## src/sv/gbt_pkg.sv

```systemverilog
// Shared constants for the graph traversal block.
`timescale 1ns / 1ps

package gbt_pkg;

  // Graph size limit (default of the top level parameter)
  localparam int MAX_VERTICES_DEF = 32;

  // Request fields
  localparam int CMD_W = 2;
  localparam int VTX_W = 5;

  localparam logic [CMD_W-1:0] CMD_ADD = 2'd0;
  localparam logic [CMD_W-1:0] CMD_BFS = 2'd1;
  localparam logic [CMD_W-1:0] CMD_DFS = 2'd2;

  // Register file
  localparam int              VC_W     = 6;
  localparam logic [VC_W-1:0] VC_RESET = 6'd32;

  localparam int APB_DW = 32;
  localparam int APB_AW = 3;

  // Word index of each register (paddr[APB_AW-1])
  localparam logic REG_VERTEX_COUNT = 1'b0;

endpackage

```

## src/sv/gbt_in_if.sv

```systemverilog
// Request channel: command and vertex operands with valid/ready.
`timescale 1ns / 1ps

interface gbt_in_if import gbt_pkg::*; ();
  logic             valid;
  logic             ready;
  logic [CMD_W-1:0] cmd;
  logic [VTX_W-1:0] first_vertex;
  logic [VTX_W-1:0] second_vertex;

  modport source (output valid, output cmd, output first_vertex, output second_vertex,
                  input ready);
  modport sink   (input valid, input cmd, input first_vertex, input second_vertex,
                  output ready);
endinterface

```

## src/sv/gbt_out_if.sv

```systemverilog
// Result channel: visited vertex and end-of-traversal flag with valid/ready.
`timescale 1ns / 1ps

interface gbt_out_if import gbt_pkg::*; ();
  logic             valid;
  logic             ready;
  logic [VTX_W-1:0] visited_vertex;
  logic             last;

  modport source (output valid, output visited_vertex, output last, input ready);
  modport sink   (input valid, input visited_vertex, input last, output ready);
endinterface

```

## src/sv/gbt_ram.sv

```systemverilog
// Generic single-write, single-read RAM with registered read data.
`timescale 1ns / 1ps

module gbt_ram import gbt_pkg::*; #(
  parameter int WIDTH = 8,
  parameter int DEPTH = 32,
  localparam int AW = (DEPTH > 1) ? $clog2(DEPTH) : 1
) (
  input  logic             clk,
  input  logic             we,
  input  logic [AW-1:0]    waddr,
  input  logic [WIDTH-1:0] wdata,
  input  logic             re,
  input  logic [AW-1:0]    raddr,
  output logic [WIDTH-1:0] rdata
);

  logic [WIDTH-1:0] mem_r [DEPTH];
  logic [WIDTH-1:0] rdata_r;

  always_ff @(posedge clk) begin
    if (we) begin
      mem_r[waddr] <= wdata;
    end
    // hold read data while no read is issued
    if (re) begin
      rdata_r <= mem_r[raddr];
    end
  end

  assign rdata = rdata_r;

endmodule

```

## src/sv/graph_bfs_dfs_traversal.sv

```systemverilog
// Graph traversal block: adjacency bit matrix with breadth- and depth-first walks.
`timescale 1ns / 1ps
// Usage
//   Requests arrive on in_ch (valid/ready). cmd 0 adds an undirected edge
//   between first_vertex and second_vertex and returns nothing. cmd 1 walks
//   the graph breadth-first and cmd 2 depth-first from first_vertex; each walk
//   returns the start vertex, then every newly visited vertex in visit order
//   on out_ch, with last set on the final one. Visited marks persist across
//   walks. Requests naming a vertex at or above vertex_count, and cmd 3, are
//   taken and dropped. vertex_count is written over the APB port (address 0).
// Timing
//   One request at a time; in_ch.ready is high only between requests. Adding
//   an edge is a read-modify-write of two rows through the one adjacency RAM.
//   Each report leaves once the walk finds the next vertex, or at its end. A
//   breadth-first walk dequeues a vertex, reads its row and reports its
//   unvisited neighbors lowest first; a depth-first walk reads the top row,
//   reports and pushes its lowest unvisited neighbor, or pops on a backtrack
//   (shared priority encoder, registered RAM read).
// Reset and stall
//   Reset empties the graph and visited marks at once through per-row valid
//   bits and sets vertex_count to 32. A result waits in the output register;
//   while the receiver stalls, the walk holds at its next report.
module graph_bfs_dfs_traversal import gbt_pkg::*; #(
  parameter int MAX_VERTICES = MAX_VERTICES_DEF
) (
  input  logic              clk,
  input  logic              rst_n,
  gbt_in_if.sink            in_ch,
  gbt_out_if.source         out_ch,
  input  logic              psel,
  input  logic              penable,
  input  logic              pwrite,
  input  logic [APB_AW-1:0] paddr,
  input  logic [APB_DW-1:0] pwdata,
  output logic [APB_DW-1:0] prdata,
  output logic              pready
);

  localparam int VW = $clog2(MAX_VERTICES);       // vertex index width
  localparam int PW = $clog2(MAX_VERTICES + 1);   // queue/stack pointer width
  localparam int NW = (PW > VC_W) ? PW : VC_W;    // vertex count compare width

  typedef enum logic [3:0] {
    S_IDLE,
    S_ADD_WA,
    S_ADD_RB,
    S_ADD_WB,
    S_B_POP,
    S_B_QRD,
    S_B_ROW,
    S_B_SCAN,
    S_D_TOP,
    S_D_CAND,
    S_D_POP,
    S_FIN
  } state_t;

  // Control state
  state_t              state_r, state_nxt;
  logic [MAX_VERTICES-1:0] visited_r, visited_nxt;
  logic [MAX_VERTICES-1:0] row_vld_r, row_vld_nxt;
  logic [VC_W-1:0]     vertex_count_r, vertex_count_nxt;
  logic                out_valid_r, out_valid_nxt;
  logic                pend_valid_r, pend_valid_nxt;
  logic [PW-1:0]       head_r, head_nxt;
  logic [PW-1:0]       tail_r, tail_nxt;
  logic [PW-1:0]       sp_r, sp_nxt;

  // Payload
  logic [VTX_W-1:0]        out_vertex_r, out_vertex_nxt;
  logic                    out_last_r, out_last_nxt;
  logic [VW-1:0]           pend_v_r, pend_v_nxt;
  logic [VW-1:0]           a_r, a_nxt;
  logic [VW-1:0]           b_r, b_nxt;
  logic [VW-1:0]           top_r, top_nxt;
  logic [VW-1:0]           rd_row_r, rd_row_nxt;
  logic [MAX_VERTICES-1:0] cand_r, cand_nxt;

  // RAM ports
  logic                    adj_we, adj_re;
  logic [VW-1:0]           adj_waddr, adj_raddr;
  logic [MAX_VERTICES-1:0] adj_wdata, adj_rdata;
  logic                    qs_we, qs_re;
  logic [VW-1:0]           qs_waddr, qs_raddr, qs_wdata, qs_rdata;

  // Datapath
  logic [NW-1:0]           n_eff;
  logic [MAX_VERTICES-1:0] vmask;
  logic [MAX_VERTICES-1:0] row_q;
  logic [MAX_VERTICES-1:0] cand_d;
  logic [MAX_VERTICES-1:0] enc_in;
  logic [VW-1:0]           enc_idx;
  logic [MAX_VERTICES-1:0] bit_u;
  logic                    out_free;
  logic                    in_fire;
  logic                    a_ok, b_ok;
  logic [VW-1:0]           a_idx, b_idx;
  logic                    cfg_wr;

  // Adjacency rows, one word per vertex
  gbt_ram #(.WIDTH(MAX_VERTICES), .DEPTH(MAX_VERTICES)) u_adj_ram (
    .clk   (clk),
    .we    (adj_we),
    .waddr (adj_waddr),
    .wdata (adj_wdata),
    .re    (adj_re),
    .raddr (adj_raddr),
    .rdata (adj_rdata)
  );

  // Breadth-first queue and depth-first stack share one store; a walk uses
  // only one of them.
  gbt_ram #(.WIDTH(VW), .DEPTH(MAX_VERTICES)) u_qs_ram (
    .clk   (clk),
    .we    (qs_we),
    .waddr (qs_waddr),
    .wdata (qs_wdata),
    .re    (qs_re),
    .raddr (qs_raddr),
    .rdata (qs_rdata)
  );

  // Effective vertex count saturates at the graph size; vertices at or above it are
  // masked out of every candidate set.
  always_comb begin
    n_eff = (NW'(vertex_count_r) > NW'(MAX_VERTICES)) ? NW'(MAX_VERTICES)
                                                      : NW'(vertex_count_r);
    for (int i = 0; i < MAX_VERTICES; i++) begin
      vmask[i] = (NW'(i) < n_eff);
    end
  end

  assign a_ok  = NW'(in_ch.first_vertex) < n_eff;
  assign b_ok  = NW'(in_ch.second_vertex) < n_eff;
  assign a_idx = VW'(in_ch.first_vertex);
  assign b_idx = VW'(in_ch.second_vertex);

  // A row never written reads as empty.
  assign row_q  = row_vld_r[rd_row_r] ? adj_rdata : '0;
  assign cand_d = row_q & vmask & ~visited_r;

  // Shared lowest-set-bit encoder: the depth-first walk feeds it straight
  // from the row read, the breadth-first walk from the held candidate set.
  always_comb begin
    enc_in  = (state_r == S_D_CAND) ? cand_d : cand_r;
    enc_idx = '0;
    for (int i = MAX_VERTICES - 1; i >= 0; i--) begin
      if (enc_in[i]) begin
        enc_idx = VW'(i);
      end
    end
    bit_u          = '0;
    bit_u[enc_idx] = 1'b1;
  end

  assign out_free = !out_valid_r || out_ch.ready;
  assign in_fire  = in_ch.valid && (state_r == S_IDLE);
  assign cfg_wr   = psel && penable && pwrite && (paddr[APB_AW-1] == REG_VERTEX_COUNT);

  always_comb begin
    state_nxt        = state_r;
    visited_nxt      = visited_r;
    row_vld_nxt      = row_vld_r;
    vertex_count_nxt = vertex_count_r;
    out_valid_nxt    = out_valid_r;
    pend_valid_nxt   = pend_valid_r;
    head_nxt         = head_r;
    tail_nxt         = tail_r;
    sp_nxt           = sp_r;
    out_vertex_nxt   = out_vertex_r;
    out_last_nxt     = out_last_r;
    pend_v_nxt       = pend_v_r;
    a_nxt            = a_r;
    b_nxt            = b_r;
    top_nxt          = top_r;
    rd_row_nxt       = rd_row_r;
    cand_nxt         = cand_r;

    adj_we    = 1'b0;
    adj_waddr = a_r;
    adj_wdata = '0;
    adj_re    = 1'b0;
    adj_raddr = a_r;
    qs_we     = 1'b0;
    qs_waddr  = '0;
    qs_wdata  = '0;
    qs_re     = 1'b0;
    qs_raddr  = '0;

    if (out_valid_r && out_ch.ready) begin
      out_valid_nxt = 1'b0;
    end

    if (cfg_wr) begin
      vertex_count_nxt = pwdata[VC_W-1:0];
    end

    unique case (state_r)
      S_IDLE: begin
        if (in_fire && a_ok) begin
          if (in_ch.cmd == CMD_ADD) begin
            if (b_ok) begin
              a_nxt      = a_idx;
              b_nxt      = b_idx;
              adj_re     = 1'b1;
              adj_raddr  = a_idx;
              rd_row_nxt = a_idx;
              state_nxt  = S_ADD_WA;
            end
          end else if (in_ch.cmd == CMD_BFS || in_ch.cmd == CMD_DFS) begin
            // Start vertex is reported first even if already visited.
            visited_nxt[a_idx] = 1'b1;
            pend_v_nxt         = a_idx;
            pend_valid_nxt     = 1'b1;
            qs_we              = 1'b1;
            qs_waddr           = '0;
            qs_wdata           = a_idx;
            if (in_ch.cmd == CMD_BFS) begin
              head_nxt  = '0;
              tail_nxt  = PW'(1);
              state_nxt = S_B_POP;
            end else begin
              sp_nxt    = PW'(1);
              top_nxt   = a_idx;
              state_nxt = S_D_TOP;
            end
          end
        end
      end

      S_ADD_WA: begin
        adj_we           = 1'b1;
        adj_waddr        = a_r;
        adj_wdata        = row_q | ({{(MAX_VERTICES-1){1'b0}}, 1'b1} << b_r);
        row_vld_nxt[a_r] = 1'b1;
        state_nxt        = S_ADD_RB;
      end

      S_ADD_RB: begin
        adj_re     = 1'b1;
        adj_raddr  = b_r;
        rd_row_nxt = b_r;
        state_nxt  = S_ADD_WB;
      end

      S_ADD_WB: begin
        adj_we           = 1'b1;
        adj_waddr        = b_r;
        adj_wdata        = row_q | ({{(MAX_VERTICES-1){1'b0}}, 1'b1} << a_r);
        row_vld_nxt[b_r] = 1'b1;
        state_nxt        = S_IDLE;
      end

      S_B_POP: begin
        if (head_r == tail_r) begin
          state_nxt = S_FIN;
        end else begin
          qs_re     = 1'b1;
          qs_raddr  = VW'(head_r);
          head_nxt  = head_r + PW'(1);
          state_nxt = S_B_QRD;
        end
      end

      S_B_QRD: begin
        adj_re     = 1'b1;
        adj_raddr  = qs_rdata;
        rd_row_nxt = qs_rdata;
        state_nxt  = S_B_ROW;
      end

      S_B_ROW: begin
        cand_nxt  = cand_d;
        state_nxt = S_B_SCAN;
      end

      S_B_SCAN: begin
        if (cand_r == '0) begin
          state_nxt = S_B_POP;
        end else if (out_free) begin
          // Release the held report and keep the new vertex back until the
          // next one shows whether it ends the walk.
          out_valid_nxt  = 1'b1;
          out_vertex_nxt = VTX_W'(pend_v_r);
          out_last_nxt   = 1'b0;
          pend_v_nxt     = enc_idx;
          visited_nxt    = visited_r | bit_u;
          cand_nxt       = cand_r & ~bit_u;
          qs_we          = 1'b1;
          qs_waddr       = VW'(tail_r);
          qs_wdata       = enc_idx;
          tail_nxt       = tail_r + PW'(1);
        end
      end

      S_D_TOP: begin
        adj_re     = 1'b1;
        adj_raddr  = top_r;
        rd_row_nxt = top_r;
        state_nxt  = S_D_CAND;
      end

      S_D_CAND: begin
        // Lower neighbors were visited when tried, so the unvisited set alone
        // gives the next one to try.
        if (cand_d == '0) begin
          sp_nxt = sp_r - PW'(1);
          if (sp_r == PW'(1)) begin
            state_nxt = S_FIN;
          end else begin
            qs_re     = 1'b1;
            qs_raddr  = VW'(sp_r - PW'(2));
            state_nxt = S_D_POP;
          end
        end else if (out_free) begin
          out_valid_nxt  = 1'b1;
          out_vertex_nxt = VTX_W'(pend_v_r);
          out_last_nxt   = 1'b0;
          pend_v_nxt     = enc_idx;
          visited_nxt    = visited_r | bit_u;
          qs_we          = 1'b1;
          qs_waddr       = VW'(sp_r);
          qs_wdata       = enc_idx;
          sp_nxt         = sp_r + PW'(1);
          top_nxt        = enc_idx;
          state_nxt      = S_D_TOP;
        end
      end

      S_D_POP: begin
        top_nxt   = qs_rdata;
        state_nxt = S_D_TOP;
      end

      S_FIN: begin
        if (out_free) begin
          out_valid_nxt  = 1'b1;
          out_vertex_nxt = VTX_W'(pend_v_r);
          out_last_nxt   = 1'b1;
          pend_valid_nxt = 1'b0;
          head_nxt       = '0;
          tail_nxt       = '0;
          state_nxt      = S_IDLE;
        end
      end

      default: begin
        state_nxt = S_IDLE;
      end
    endcase
  end

  always_ff @(posedge clk) begin
    out_vertex_r <= out_vertex_nxt;
    out_last_r   <= out_last_nxt;
    pend_v_r     <= pend_v_nxt;
    a_r          <= a_nxt;
    b_r          <= b_nxt;
    top_r        <= top_nxt;
    rd_row_r     <= rd_row_nxt;
    cand_r       <= cand_nxt;
    if (!rst_n) begin
      state_r        <= S_IDLE;
      visited_r      <= '0;
      row_vld_r      <= '0;
      vertex_count_r <= VC_RESET;
      out_valid_r    <= 1'b0;
      pend_valid_r   <= 1'b0;
      head_r         <= '0;
      tail_r         <= '0;
      sp_r           <= '0;
    end else begin
      state_r        <= state_nxt;
      visited_r      <= visited_nxt;
      row_vld_r      <= row_vld_nxt;
      vertex_count_r <= vertex_count_nxt;
      out_valid_r    <= out_valid_nxt;
      pend_valid_r   <= pend_valid_nxt;
      head_r         <= head_nxt;
      tail_r         <= tail_nxt;
      sp_r           <= sp_nxt;
    end
  end

  // Ports
  assign in_ch.ready           = (state_r == S_IDLE);
  assign out_ch.valid          = out_valid_r;
  assign out_ch.visited_vertex = out_vertex_r;
  assign out_ch.last           = out_last_r;
  assign pready                = 1'b1;
  assign prdata = (paddr[APB_AW-1] == REG_VERTEX_COUNT) ? APB_DW'(vertex_count_r) : '0;

  // Checks
  a_visited_grow: assert property (@(posedge clk) disable iff (!rst_n)
    ((visited_r & $past(visited_r)) == $past(visited_r)))
    else $error("visited mark cleared outside reset");

  a_idle_no_pending: assert property (@(posedge clk) disable iff (!rst_n)
    (state_r == S_IDLE) |-> !pend_valid_r)
    else $error("held report left behind at end of walk");

  a_depth_bound: assert property (@(posedge clk) disable iff (!rst_n)
    (tail_r <= PW'(MAX_VERTICES)) && (sp_r <= PW'(MAX_VERTICES)))
    else $error("queue or stack beyond graph size");

  a_fin_last: assert property (@(posedge clk) disable iff (!rst_n)
    (state_r == S_FIN && out_free) |=> (out_valid_r && out_last_r))
    else $error("walk ended without a final report");

endmodule

```

## src/flat_wrapper.sv

```systemverilog
// flat-port wrapper written by rule: the top's interface ports become plain ports
module graph_bfs_dfs_traversal_flat import gbt_pkg::*;
#(
  parameter int MAX_VERTICES = MAX_VERTICES_DEF
)
  (clk, rst_n, psel, penable, pwrite, paddr, pwdata, prdata, pready, in_ch_valid, in_ch_cmd, in_ch_first_vertex, in_ch_second_vertex, in_ch_ready, out_ch_valid, out_ch_visited_vertex, out_ch_last, out_ch_ready);
  gbt_in_if in_ch_i ();
  gbt_out_if out_ch_i ();
  input  logic clk;
  input  logic rst_n;
  input  logic psel;
  input  logic penable;
  input  logic pwrite;
  input  logic [APB_AW-1:0] paddr;
  input  logic [APB_DW-1:0] pwdata;
  output logic [APB_DW-1:0] prdata;
  output logic pready;
  input wire logic [$bits(in_ch_i.valid)-1:0] in_ch_valid;
  input wire logic [$bits(in_ch_i.cmd)-1:0] in_ch_cmd;
  input wire logic [$bits(in_ch_i.first_vertex)-1:0] in_ch_first_vertex;
  input wire logic [$bits(in_ch_i.second_vertex)-1:0] in_ch_second_vertex;
  output wire logic [$bits(in_ch_i.ready)-1:0] in_ch_ready;
  output wire logic [$bits(out_ch_i.valid)-1:0] out_ch_valid;
  output wire logic [$bits(out_ch_i.visited_vertex)-1:0] out_ch_visited_vertex;
  output wire logic [$bits(out_ch_i.last)-1:0] out_ch_last;
  input wire logic [$bits(out_ch_i.ready)-1:0] out_ch_ready;
  assign in_ch_i.valid = in_ch_valid;
  assign in_ch_i.cmd = in_ch_cmd;
  assign in_ch_i.first_vertex = in_ch_first_vertex;
  assign in_ch_i.second_vertex = in_ch_second_vertex;
  assign in_ch_ready = in_ch_i.ready;
  assign out_ch_valid = out_ch_i.valid;
  assign out_ch_visited_vertex = out_ch_i.visited_vertex;
  assign out_ch_last = out_ch_i.last;
  assign out_ch_i.ready = out_ch_ready;
  graph_bfs_dfs_traversal #(.MAX_VERTICES(MAX_VERTICES)) u_core (.clk(clk), .rst_n(rst_n), .in_ch(in_ch_i), .out_ch(out_ch_i), .psel(psel), .penable(penable), .pwrite(pwrite), .paddr(paddr), .pwdata(pwdata), .prdata(prdata), .pready(pready));
endmodule
```

## config.mk

```make
export PLATFORM = sky130hd
export DESIGN_NAME = graph_bfs_dfs_traversal_flat
export DESIGN_NICKNAME = d
export VERILOG_FILES = /design/src/sv/gbt_pkg.sv /design/src/sv/gbt_in_if.sv /design/src/sv/gbt_out_if.sv /design/src/sv/gbt_ram.sv /design/src/sv/graph_bfs_dfs_traversal.sv /design/src/flat_wrapper.sv
export SDC_FILE = /design/constraint.sdc
export NUM_CORES = 2
export LEC_CHECK = 0
export ABC_AREA = 1
export BUFFER_PORTS_ARGS = -buffer_cell sky130_fd_sc_hd__buf_2
export CORE_MARGIN = 1
export CORE_UTILIZATION = 50
export DETAILED_ROUTE_END_ITERATION = 10
export PLACE_DENSITY = 0.69
export SKIP_CTS_REPAIR_TIMING = 1
export SLEW_MARGIN = 20
export SYNTH_ARGS = -nofsm -noshare
export SYNTH_HDL_FRONTEND = slang
export SYNTH_HIERARCHICAL = 1
export SYNTH_SLANG_ARGS = --single-unit
```

## constraint.sdc

```tcl
create_clock -name clk -period 8 [get_ports clk]
set_input_delay 0 -clock clk [delete_from_list [all_inputs] [get_ports clk]]
set_output_delay 0 -clock clk [all_outputs]
set_load 0.05 [all_outputs]
```

# Yosys cells after proc, flatten, opt, wreduce, memory -nomap -nowiden

Memory sizes are Yosys's and may differ from the RTL's. A register that Yosys moved wholly into a read port is not among the register bits.
Cells that the tools add are included.
Widths: inputs -> output; s select.

Shift-type cells: 2
Reductions and logical operators: 39
Bitwise logic cells: 12
Order comparisons: 44
Add/sub/neg operators: 5
Equal/unequal tests: 32
Muxes and demuxes: 164

Operators by type and width:

| cell                 | count |
|---|---|
| $mux 5               | 67 |
| $mux 32              | 10 |
| $or 32x32->32        | 6 |
| $pmux 32 s2          | 3 |
| $mux 6               | 20 |
| $and 32x32->32       | 3 |
| $lt 5x6->1 const A   | 16 |
| $pmux 32 s3          | 1 |
| $logic_not 32->1     | 2 |
| $not 32->32          | 2 |
| $shl 1x5->32 const A | 2 |
| $pmux 5 s3           | 4 |
| $lt 4x6->1 const A   | 8 |
| $pmux 4 s11          | 1 |
| $mux 4               | 10 |
| $pmux 5 s4           | 2 |
| $pmux 6 s3           | 2 |
| $mux 1               | 31 |
| $lt 5x6->1 const B   | 5 |
| $lt 3x6->1 const A   | 4 |
| $demux 1 s5          | 4 |
| $ge 5x1->1 const B   | 4 |
| $pmux 5 s2           | 2 |
| $add 6x1->6 const B  | 3 |
| other kinds (38)     | 86 |

Register bits after elaboration: 156
Word-level logic and storage cells: 316
Memory bits (writable): 1184
Memories: 2

Memory list:

| memory                 | words | width | rd ports | clocked after memory_dff | write ports | line          | text |
|---|---|---|---|---|---|---|---|
| u_core.u_adj_ram.mem_r | 32    | 32    | 1        | 1                        | 1           | gbt_ram.sv:18 | `logic [WIDTH-1:0] mem_r [DEPTH];` |
| u_core.u_qs_ram.mem_r  | 32    | 5     | 1        | 1                        | 1           | gbt_ram.sv:18 |  |

# Logic depth before layout (Yosys ltp)

Depth in word-level cells: 47
Gate-level depth with buffers: 49

# Hierarchy

The synthesis kept the hierarchy.

By module, submodules not included:

| module                     | times used | cells each | area each (µm²) |
|---|---|---|---|
| gbt_ram (u_core.u_adj_ram) | 1          | 3536       | 42726.0 |
| graph_bfs_dfs_traversal    | 1          | 1610       | 10856.7 |
| gbt_ram (u_core.u_qs_ram)  | 1          | 595        | 6846.6 |

# Least setup slack after synthesis

Ideal clock, no wire load.

Path kind: flip-flop to flip-flop
From: register u_core.rd_row_r[0]
To: memory u_core/u_qs_ram/mem_r[0][4] (netlist bit), data pin
Period minus slack after synthesis: 4433 ps
Required time: 7546 ps
Cell stages (with the launch flop): 27
Setup slack: 3567 ps
Setup time: 454 ps
Data arrival time: 3979 ps
Path through: edfxtp_1 buf_6 inv_6 buf_8 nand2_1 nand3_1 nand3_1 nand2_1 nand2_1 nand3_2 nand2_4 buf_6 nor2_1 inv_1 a2111oi_0 inv_1 nand3_1 nor3_1 nand4_1 nor3_1 nand2_1 inv_1 nor2_1 nand2_1 nand2_1 inv_1 o21ai_0

Cells in the longest elaborated chain, start to end: 41
Elaborated cells between the ends (all ways): 43
Classes of those cells: 40 x mux; 2 x bitwise; 1 x reduce/logical

Ends and longest elaborated chain:

| what                             | line                                                           | text |
|---|---|---|
| start, declared                  | graph_bfs_dfs_traversal.sv:76                                  | `logic [VW-1:0] rd_row_r, rd_row_nxt;` |
| start signal, assigned           | graph_bfs_dfs_traversal.sv:360                                 | `rd_row_r <= rd_row_nxt;` |
| $bmux 1 s5 (*)                   | graph_bfs_dfs_traversal.sv:139                                 | `assign row_q = row_vld_r[rd_row_r] ? adj_rdata : '0;` |
| $mux 1 (not written as such) (*) | graph_bfs_dfs_traversal.sv:139                                 |  |
| $mux 32 (*)                      | graph_bfs_dfs_traversal.sv:139                                 |  |
| $and 32x32->32 (*) (2 in series) | graph_bfs_dfs_traversal.sv:140                                 | `assign cand_d = row_q & vmask & ~visited_r;` |
| $mux 32                          | graph_bfs_dfs_traversal.sv:145                                 | `enc_in = (state_r == S_D_CAND) ? cand_d : cand_r;` |
| $mux 5 (32 in series)            | graph_bfs_dfs_traversal.sv:148                                 | `if (enc_in[i]) begin` |
| $mux 5                           | graph_bfs_dfs_traversal.sv:280, graph_bfs_dfs_traversal.sv:315 |  |
| $mux 5 (on tied branches)        | graph_bfs_dfs_traversal.sv:306, graph_bfs_dfs_traversal.sv:278 |  |
| $pmux 5 s3 (*)                   | graph_bfs_dfs_traversal.sv:198                                 | `unique case (state_r)` |
| named net u_core.qs_wdata[4]     | graph_bfs_dfs_traversal.sv:84                                  | `logic [VW-1:0] qs_waddr, qs_raddr, qs_wdata, qs_rdata;` |
| end, declared                    | gbt_ram.sv:18                                                  |  |

The timed path passes the listed nets; every way through them passes the cells marked *. The select of a mux whose other input is x is not followed.

# Worst setup path in the final report

From: register u_core.vertex_count_r[1]
To: register u_core.u_adj_ram.rdata_r[9] (netlist: u_core/u_adj_ram/rdata[9]), read port of u_core.u_adj_ram.mem_r, data pin

Cells in the longest elaborated chain, start to end: 7
Elaborated cells between the ends (all ways): 13
Classes of those cells: 3 x order compare; 9 x mux; 1 x reduce/logical

Ends and longest elaborated chain:

| what                          | line                           | text |
|---|---|---|
| start, declared               | graph_bfs_dfs_traversal.sv:62  | `logic [VC_W-1:0] vertex_count_r, vertex_count_nxt;` |
| start signal, assigned        | graph_bfs_dfs_traversal.sv:376 | `vertex_count_r <= vertex_count_nxt;` |
| $gt 6x6->1                    | graph_bfs_dfs_traversal.sv:126 | `n_eff = (NW'(vertex_count_r) > NW'(MAX_VERTICES)) ? NW'(MAX_VERTICES)` |
| $mux 6 (*)                    | graph_bfs_dfs_traversal.sv:126 |  |
| $lt 5x6->1                    | graph_bfs_dfs_traversal.sv:134 | `assign b_ok = NW'(in_ch.second_vertex) < n_eff;` |
| $mux 5                        | graph_bfs_dfs_traversal.sv:202 | `if (b_ok) begin` |
| $mux 5                        | graph_bfs_dfs_traversal.sv:201 | `if (in_ch.cmd == CMD_ADD) begin` |
| $mux 5 (*)                    | graph_bfs_dfs_traversal.sv:200 | `if (in_fire && a_ok) begin` |
| $pmux 5 s4 (*)                | graph_bfs_dfs_traversal.sv:198 |  |
| named net u_core.adj_raddr[1] | graph_bfs_dfs_traversal.sv:81  | `logic [VW-1:0] adj_waddr, adj_raddr;` |
| end, declared                 | gbt_ram.sv:19                  | `logic [WIDTH-1:0] rdata_r;` |

The timed path passes the listed nets; every way through them passes the cells marked *.
A chain may end at the register's enable or synchronous reset.

==> flow_metrics.tcl <==
set metrics [dict create \
    internal_power_mw 16.5 \
    fmax_mhz 153 \
    fp-row-count 127 \
    firstDrtPassIters 6 \
    crit_top_cell "nand2_1" \
    cp_max_fo 118 \
    worstPathRequired_ns 8.49 \
    cp_num_buf_inv 5 \
    path_class "flip-flop to flip-flop" \
    cp_top_family "simple AND/OR/NAND/NOR gates" \
    synth.distinct_cells 60 \
    seqPwrFrac 0.289 \
    clkPwrFrac 0.212 \
    avgSynthCellArea_um2 10.5 \
    worst_pin_slew_ns 1.13 \
    area.sequential_um2 40400 \
    diodes 0 \
    clkLatencyLatePin_ns 0.79 \
    yosysSeqAreaShare 0.669 \
    hold_viol 0 \
    leakage_nw 24.6 \
    regToRegEndpoint "u_core/u_adj_ram/rdata[9]" \
    globalRouteOverflowTotal 0 \
    relSlewSlack 0.247 \
    die-area_um2 122000 \
    port_buffers 39 \
    antenna_found_initial 1 \
    ys.flop_type "edfxtp_1" \
    slew_violations 0 \
    grt_pass1_wl_mm 239 \
    vdd_drop_max_v 0.00100 \
    regToRegSetupSlack_ns 1.46 \
    max_stage_delay_ns 0.88 \
    final-setup-viol-count 0 \
    gp_congestion 0.964 \
    power_switching_mw 14.3 \
    clk_pin_slew_worst_paths_ns 0.07 \
    startpoint_type "flip-flop" \
    drive_above_1_share 0.0821 \
    drcViolationCount 0 \
    viasPerCell 5.75 \
    grt_max_degree 185 \
    setup_tns_ns 0 \
    critPathArrivalTime_ns 7.03 \
    rsz0062_at_grt "false" \
    cts_buffers 142 \
    fin_cells 7481 \
    place_area_um2 61900 \
    skew_ns 0.0544 \
    area_growth_pct 10.9 \
    track_usage 0.259 \
    holdCritPathClass "input port to flip-flop" \
    routed_wl_mm 161 \
    coreArea_um2 120000 \
    fp.dieH_um 350 \
    synth-async-reset-ratio 0 \
    postLayoutCellArea_um2 67000 \
    die_x_um 350 \
    netlist_area_um2 60400 \
    wl_per_cell_um 21.5 \
    status "finished, final reports clean" \
    cts.htree.levels 4 \
    dp_hpwl_mm 88.2 \
    nNetsFinal 5826 \
    vias 43000 \
    ant_nets 0 \
    slowest_stage "nor3_2" \
    synth_edf_count 1284 \
    hold_depth 4 \
    clkSinkCount 1377 \
    reg2regPathDepth 27 \
    r2r_start "u_core/vertex_count_r[1]" \
    placedCellCount 7181 \
    fin_util 0.559 \
    io_pins 95 \
    holdPathEnd "u_core/state_r[1]" \
    combPwrFrac 0.499 \
    power.density_nw_per_um2 460 \
    drt_iter0_markers 5467 \
    netlist_instances 5741 \
    multiInputGateArea_um2 17500 \
    p_sw_frac 0.465 \
    final_common_cell "nand2_1" \
    cts_tree "yes" \
    cap_violations 0 \
    hp-start "rst_n" \
    ctsLongestPathBuffers 3 \
    final_cell_mix "1981 x nand2_1, 1284 x edfxtp_1, 1019 x nand3_1, 234 x nor2_1, 208 x inv_1" \
    initial_utilization 0.504 \
    end_kind "flip-flop" \
    period_share 0.817 \
    ys_ff_latch 1377 \
    post-route-min-period_ns 6.54 \
    fillers 9976 \
    cts_root_buffer "clkbuf_16" \
    grt_pass1_vias 39400 \
    yosysWarnings 6 \
]
cells by family after synthesis:
| logic type | synth area share |
|---|---|
| buffers and inverters | 0.0522 |
| xor gates and xnor gates | 0.000580 |
| and+or+nand+nor | 0.239 |
| DFF | 0.669 |
| AOI/OAI and AO/OA | 0.0355 |
| other | 0.000124 |
| adders and majority gates | 0.00393 |
power by group through the flow:
stage / clock, mW / sequential (mW) / combinational [mW]
global route: 6.91 / 8.94 / 16.9
floorplan: 0 / 9.00 / 11.3
CTS: 6.62 / 8.91 / 15.1
detailed placement: 0 / 9.06 / 15.0
global placement: 0 / 9.05 / 14.9
finish: 6.52 / 8.91 / 15.4
how the worst max path moves through the flow:
stage | from | to | depth (start not counted)
6_report | u_core/vertex_count_r[1] | u_core/u_adj_ram/rdata[9] | 27
2_1_floorplan | u_core/rd_row_r[0] | u_core/u_qs_ram/mem_r[0][4] | 26
5_1_grt | u_core/vertex_count_r[0] | u_core/u_adj_ram/rdata[27] | 27
3_3_place_gp | u_core/vertex_count_r[0] | u_core/u_adj_ram/rdata[3] | 27
4_1_cts | u_core/vertex_count_r[0] | u_core/u_adj_ram/rdata[9] | 27
3_5_place_dp | u_core/vertex_count_r[0] | u_core/u_adj_ram/rdata[9] | 27
cell usage after synthesis, types with 9 or more instances:
cell type	n	area share
ha_1	19	0.0039
o21ai_0	97	0.0080
inv_1	210	0.013
buf_4	58	0.0072
a21oi_1	128	0.011
clkbuf_1	71	0.0044
nand3_1	1020	0.084
nand4_1	50	0.0052
nand2_1	1981	0.12
nor3_1	30	0.0025
buf_2	105	0.0087
o22ai_1	56	0.0058
nor2_1	269	0.017
dfxtp_1	93	0.031
o21ai_1	20	0.0017
nor4_1	13	0.0013
buf_1	20	0.0012
o21bai_1	9	0.0011
edfxtp_1	1284	0.64
buf_6	79	0.015
inv_2	12	0.00075
stage by stage:
| stage | setup slack, ns | hold WS (ns) | power, mW |
|---|---|---|---|
| after floorplan | 3.57 | 0.0989 | 20.3 |
| after global routing | 1.09 | 0.213 | 32.7 |
| after global placement | 1.81 | 0.209 | 23.9 |
| after detailed placement | 1.74 | 0.209 | 24.1 |
| final | 1.46 | 0.193 | 30.8 |
| after CTS | 1.69 | -0.626 | 30.7 |
final cells by class:
cell class / count / area share
Clock buffer: 183 / 0.0555
Clock inverter: 77 / 0.0138
Inverter: 230 / 0.0135
Multi-Input combinational cell: 3820 / 0.261
Sequential cell: 1377 / 0.603
Tap cell: 1612 / 0.0301
Timing Repair Buffer: 182 / 0.0226
layer usage:
layer | track usage | up-vias | wire [um]
li1 | - | 19800 | -
met1 | 0.361 | 20700 | 65600
met2 | 0.415 | 2158 | 75300
met3 | 0.0406 | 322 | 15000
met4 | 0.0860 | 0 | 4770
met5 | 0 | - | 0
flip-flops by register name, indices dropped and copies added (netlist names), 6 cells and up:
signal / flops
u_core/u_adj_ram/mem_r: 1024
u_core/u_qs_ram/mem_r: 160
u_core/cand_r: 32
u_core/row_vld_r: 32
u_core/u_adj_ram/rdata: 32
u_core/visited_r: 32
u_core/head_r: 6
u_core/sp_r: 6
u_core/tail_r: 6
u_core/vertex_count_r: 6
worst min-delay path, cell delays in order:
cell and delay, ns:
dlygate4sd3_1 0.54, buf_2 0.23, nand2_1 0.10, inv_1 0.03
Note: power is estimated with default switching activity, not from simulation.
